[src/hdl/bfiq_pkg.sv]
package bfiq_pkg;

    localparam int LOG2_MAX_BITS = 16;
    localparam int LOG2_MIN_BITS = 3;
    localparam int CFG_W         = 5;
    localparam int CFG_IDX_W     = 1;
    localparam int HASH_W        = 32;
    localparam int COUNT_W       = 17;
    localparam int POS_W         = LOG2_MAX_BITS;
    localparam int LOG2_ROW_W    = (LOG2_MAX_BITS > 5) ? 5 : LOG2_MAX_BITS - 1;
    localparam int ROW_W         = 1 << LOG2_ROW_W;
    localparam int ROW_ADDR_W    = POS_W - LOG2_ROW_W;
    localparam int ROW_CNT       = 1 << ROW_ADDR_W;

    localparam logic [CFG_IDX_W-1:0] REG_LOG2_BITS  = 1'b0;
    localparam logic [CFG_IDX_W-1:0] REG_NUM_HASHES = 1'b1;

    localparam logic [CFG_W-1:0]   LOG2_BITS_RST  = 5'd16;
    localparam logic [CFG_W-1:0]   NUM_HASHES_RST = 5'd7;
    localparam logic [COUNT_W-1:0] COUNT_MAX      = 17'h1FFFF;

    localparam logic OP_QUERY  = 1'b0;
    localparam logic OP_INSERT = 1'b1;

    typedef struct packed {
        logic clr;
        logic load;
        logic chk;
        logic fin;
    } t_cmd;

    typedef struct packed {
        logic clr_last;
        logic no_probes;
        logic bit_clear;
        logic last_probe;
        logic insert;
    } t_sts;

endpackage

[src/hdl/bfiq_ctrl.sv]
module bfiq_ctrl
    import bfiq_pkg::*;
(
    input  logic i_clk,
    input  logic i_rst_n,
    input  logic i_in_valid,
    output logic o_in_ready,
    output logic o_out_valid,
    input  logic i_out_ready,
    input  t_sts i_sts,
    output t_cmd o_cmd
);

    localparam logic [2:0] S_CLR  = 3'd0;
    localparam logic [2:0] S_IDLE = 3'd1;
    localparam logic [2:0] S_RD   = 3'd2;
    localparam logic [2:0] S_CHK  = 3'd3;
    localparam logic [2:0] S_FIN  = 3'd4;

    logic [2:0] r_state, n_state;
    logic       r_out_valid, n_out_valid;

    always_comb begin
        n_state    = r_state;
        o_cmd      = '0;
        o_in_ready = 1'b0;
        case (r_state)
            S_CLR: begin
                o_cmd.clr = 1'b1;
                if (i_sts.clr_last) begin
                    n_state = S_IDLE;
                end
            end
            S_IDLE: begin
                o_in_ready = 1'b1;
                if (i_in_valid) begin
                    o_cmd.load = 1'b1;
                    n_state    = i_sts.no_probes ? S_FIN : S_RD;
                end
            end
            S_RD: begin
                n_state = S_CHK;
            end
            S_CHK: begin
                o_cmd.chk = 1'b1;
                if ((i_sts.bit_clear && !i_sts.insert) || i_sts.last_probe) begin
                    n_state = S_FIN;
                end else begin
                    n_state = S_RD;
                end
            end
            S_FIN: begin
                if (!r_out_valid || i_out_ready) begin
                    o_cmd.fin = 1'b1;
                    n_state   = S_IDLE;
                end
            end
            default: begin
                n_state = S_IDLE;
            end
        endcase
    end

    always_comb begin
        if (o_cmd.fin) begin
            n_out_valid = 1'b1;
        end else if (i_out_ready) begin
            n_out_valid = 1'b0;
        end else begin
            n_out_valid = r_out_valid;
        end
    end

    always_ff @(posedge i_clk) begin
        if (!i_rst_n) begin
            r_state     <= S_CLR;
            r_out_valid <= 1'b0;
        end else begin
            r_state     <= n_state;
            r_out_valid <= n_out_valid;
        end
    end

    assign o_out_valid = r_out_valid;

endmodule

[config.mk]
export PLATFORM = sky130hd
export DESIGN_NAME = bfiq_ctrl
export DESIGN_NICKNAME = d
export VERILOG_FILES = /design/src/hdl/bfiq_pkg.sv /design/src/hdl/bfiq_ctrl.sv
export SDC_FILE = /design/constraint.sdc
export NUM_CORES = 1
export LEC_CHECK = 0
export BUFFER_PORTS_ARGS = -buffer_cell sky130_fd_sc_hd__buf_4
export CAP_MARGIN = 20
export CORE_AREA = 2 2 39 41
export DETAILED_ROUTE_END_ITERATION = 6
export DIE_AREA = 0 0 41 43
export PLACE_DENSITY_LB_ADDON = 0.08
export SLEW_MARGIN = 40
export SYNTH_ARGS = -nofsm -noshare
export SYNTH_HDL_FRONTEND = slang
export SYNTH_SLANG_ARGS = --single-unit
[constraint.sdc]
create_clock -name i_clk -period 1.2 [get_ports i_clk]
set_input_delay 0.24 -clock i_clk [delete_from_list [all_inputs] [get_ports i_clk]]
set_output_delay 0.24 -clock i_clk [all_outputs]
set_load 0.03 [all_outputs]
==> results.yml <==
placement:
  dp.cells: 65
  io_buffers: 14
  gp_congestion: 0.702
  dp_hpwl_microns: 669
sta:
  worst_pin_slew_ns: 0.308
  slew_headroom_pct: 79.3
  rsz0062_at_grt: "true"
  period_share_pct: 107
  post-route-worst-setup-slack_ns: -0.0852
  clock_skew_ns: 0.00467
  final-setup-viol-count: 4
  final_hold_viol_count: 0
  max_freq_mhz: 778
  post-route-min-period_ns: 1.29
  final_max_slew_viol_count: 0
  finalSetupTns_ns: -0.308
synth:
  synthMostInstantiatedCell: "nor2_1"
  synth_top_area_cell: "dfxtp_1"
  netlist_area_sq_um: 269
  synth.net_count: 41
  synth.top_cell.area_share_pct: 29.8
  ys_ff_latch: 4
  ys_warn_count: 0
  synth_cells: 32
  async_flop_share_pct: 0
  synthTopCellsByCount: "nor2_1 (5), dfxtp_1 (4), nand2_1 (2), nand2b_1 (2)"
  avgSynthCellArea_sq_um: 8.41
  synth_area_leaders: "dfxtp_1 (30%), nor2_1 (7.0%), mux2_4 (5.6%), nand2b_1 (4.7%), nor3b_2 (4.7%)"
  synthFlopType: "dfxtp_1"
  seq_area_frac_synth_pct: 29.8
  yosys.cell_types.count: 23
  synth_edf_count: 0
route:
  vias: 301
  post-route-drc-count: 0
  dr.pass1.iters: 2
  viasPerCell: 4.36
  ant_nets: 0
  routed_wl_microns: 796
  wl_per_cell_microns: 11.5
  drtIter0Drc: 5
worst_setup_path:
  r2r_end: "r_state[2]$_SDFFE_PN0P_"
  required_ns: 0.96
  ff2ff_path_depth: 4
  worst-path-max-fanout: 2
  critPathKind: "reg2out"
  reg2reg_slack_ns: 0.01
  cp-startpoint: "r_state[2]$_SDFFE_PN0P_"
  cp.arrival_ns: 1.05
  r2r-start: "r_state[0]$_SDFFE_PN0P_"
  cp-start-kind: "flip-flop"
  critical_path.endpoint: "o_cmd[2]"
  cp-end-kind: "primary output"
run_status:
  status: "complete, but fails checks"
  violations: "setup timing"
clocking:
  ctsHoldBuffers: 0
  cts_tree: "done"
  cts_max_level: 1
  cts-root-buf: "clkbuf_4"
  clkSinkCount: 4
  path_clk_slew_ns: 0.04
  clk_path_buf_depth: 2
  insertion_delay_ns: 0.24
  numCtsBuffers: 3
power_and_ir_drop:
  powerDensity_nw_per_um2: 1130
  vdd_drop_max_uv: 287
  p_leak_nw: 0.218
cells_and_area:
  layout-drive-gt1-share_pct: 69.8
  instances_no_fill: 69
  antenna_cells: 0
  post-route-util_pct: 36.8
  final_nets: 64
  area_delta_synth_final_pct: 89.3
  fillers: 152
global_route:
  grt.total_usage_pct: 10.8
  gr-total-overflow: 0
  antenna_found_initial: 0
  grt_pass1_wl_microns: 1190
  grt_max_degree: 7
  grt_pass1_vias: 312
floorplanning:
  die_h_microns: 43
  rows: 14
  die_width_microns: 41
  core-area_sq_um: 1380
  initial_utilization_pct: 19.4
  num_io_pins: 15
  die-area_sq_um: 1760
run:
  maxCapViolations: 0
worst_hold_path:
  hold_class: "in2reg"
## cell type report
class / instances / area, sq um / area share (%)
Clock buffer: 3 / 22.5 / 4.42
Tap cell: 16 / 20.0 / 3.93
Sequential cell: 4 / 88.8 / 17.4
Timing Repair Buffer: 20 / 165 / 32.4
Inverter: 1 / 3.75 / 0.737
Multi-Input combinational cell: 25 / 209 / 41.0
## worst min-delay path by stage
stage	startpoint	end	slack (ns)	cells after the start
6_report	i_rst_n	r_state[2]$_SDFFE_PN0P_	0.26	3
4_1_cts	i_rst_n	r_state[2]$_SDFFE_PN0P_	0.26	3
3_5_place_dp	o_out_valid$_SDFFE_PN0P_	o_out_valid$_SDFFE_PN0P_	0.52	2
3_3_place_gp	o_out_valid$_SDFFE_PN0P_	o_out_valid$_SDFFE_PN0P_	0.51	2
2_1_floorplan	i_rst_n	r_state[2]$_SDFFE_PN0P_	0.36	2
5_1_grt	i_rst_n	r_state[2]$_SDFFE_PN0P_	0.26	3
## power breakdown
group	total [mW]	switching (mW)	internal, mW
registers	0.163	0.0165	0.146
clock network	0.171	0.0588	0.112
logic	0.240	0.116	0.124
total	0.574	0.191	0.383
## flip-flops by register name, summed over array words and instances, names as in the netlist
signal,cells
r_state,3
o_out_valid,1
## worst max-delay path: stages (launching register included)
cell,delay (ns)
dfxtp_2,0.31
nand2b_4,0.15
nor2_4,0.08
and2_4,0.14
buf_6,0.12
## what timing repair did
item,CTS,global route
gates resized for setup,15,1
endpoints found under the setup margin,6,7
pin swaps,2,2
buffers inserted,1,0
## placed cells by master (no fill, tap or decap)
master and count:
buf_4 16, buf_6 4, nor2_4 3, clkbuf_4 3, nand2_1 2, nor3b_2 2
nor2_1 2, dfxtp_4 2, nand2b_1 1, and3_1 1, inv_1 1, nand2b_4 1
nor3_2 1, and2_4 1, a21boi_1 1, nor2b_1 1, o21ai_0 1, a22oi_1 1
mux2i_1 1, o21ai_1 1, a21oi_1 1, o31ai_1 1, mux2_4 1, o31ai_2 1
a21oi_2 1, dfxtp_1 1, dfxtp_2 1
## cells by family (layout without fill, tap and decap cells)
logic type | Yosys count | in the layout | share of synthesized area [%]
AOI/OAI and AO/OA | 8 | 8 | 21.9
buffers and inverters | 3 | 24 | 8.37
DFF | 4 | 4 | 29.8
muxes | 2 | 2 | 9.30
and+or+nand+nor | 15 | 15 | 30.7
## metal layers
metal	up-vias	wire length, microns	track usage [%]
li1	152	-	-
met1	133	301	11.5
met2	13	416	15.9
met3	3	45	0
met4	0	32	14.0
met5	-	0	0
## per-stage QoR
stage / total power [mW] / hold slack [ns] / setup slack, ns / cell area [sq um]
CTS: 0.583 / 0.261 / -0.102 / 504
floorplan: 0.282 / 0.364 / -0.103 / 283
detailed placement: 0.370 / 0.522 / -0.0106 / 427
global route: 0.604 / 0.263 / -0.121 / 509
finish: 0.574 / 0.263 / -0.0852 / 509
global placement: 0.366 / 0.507 / 0.0215 / 427
Power figures use the tool's default switching activity.
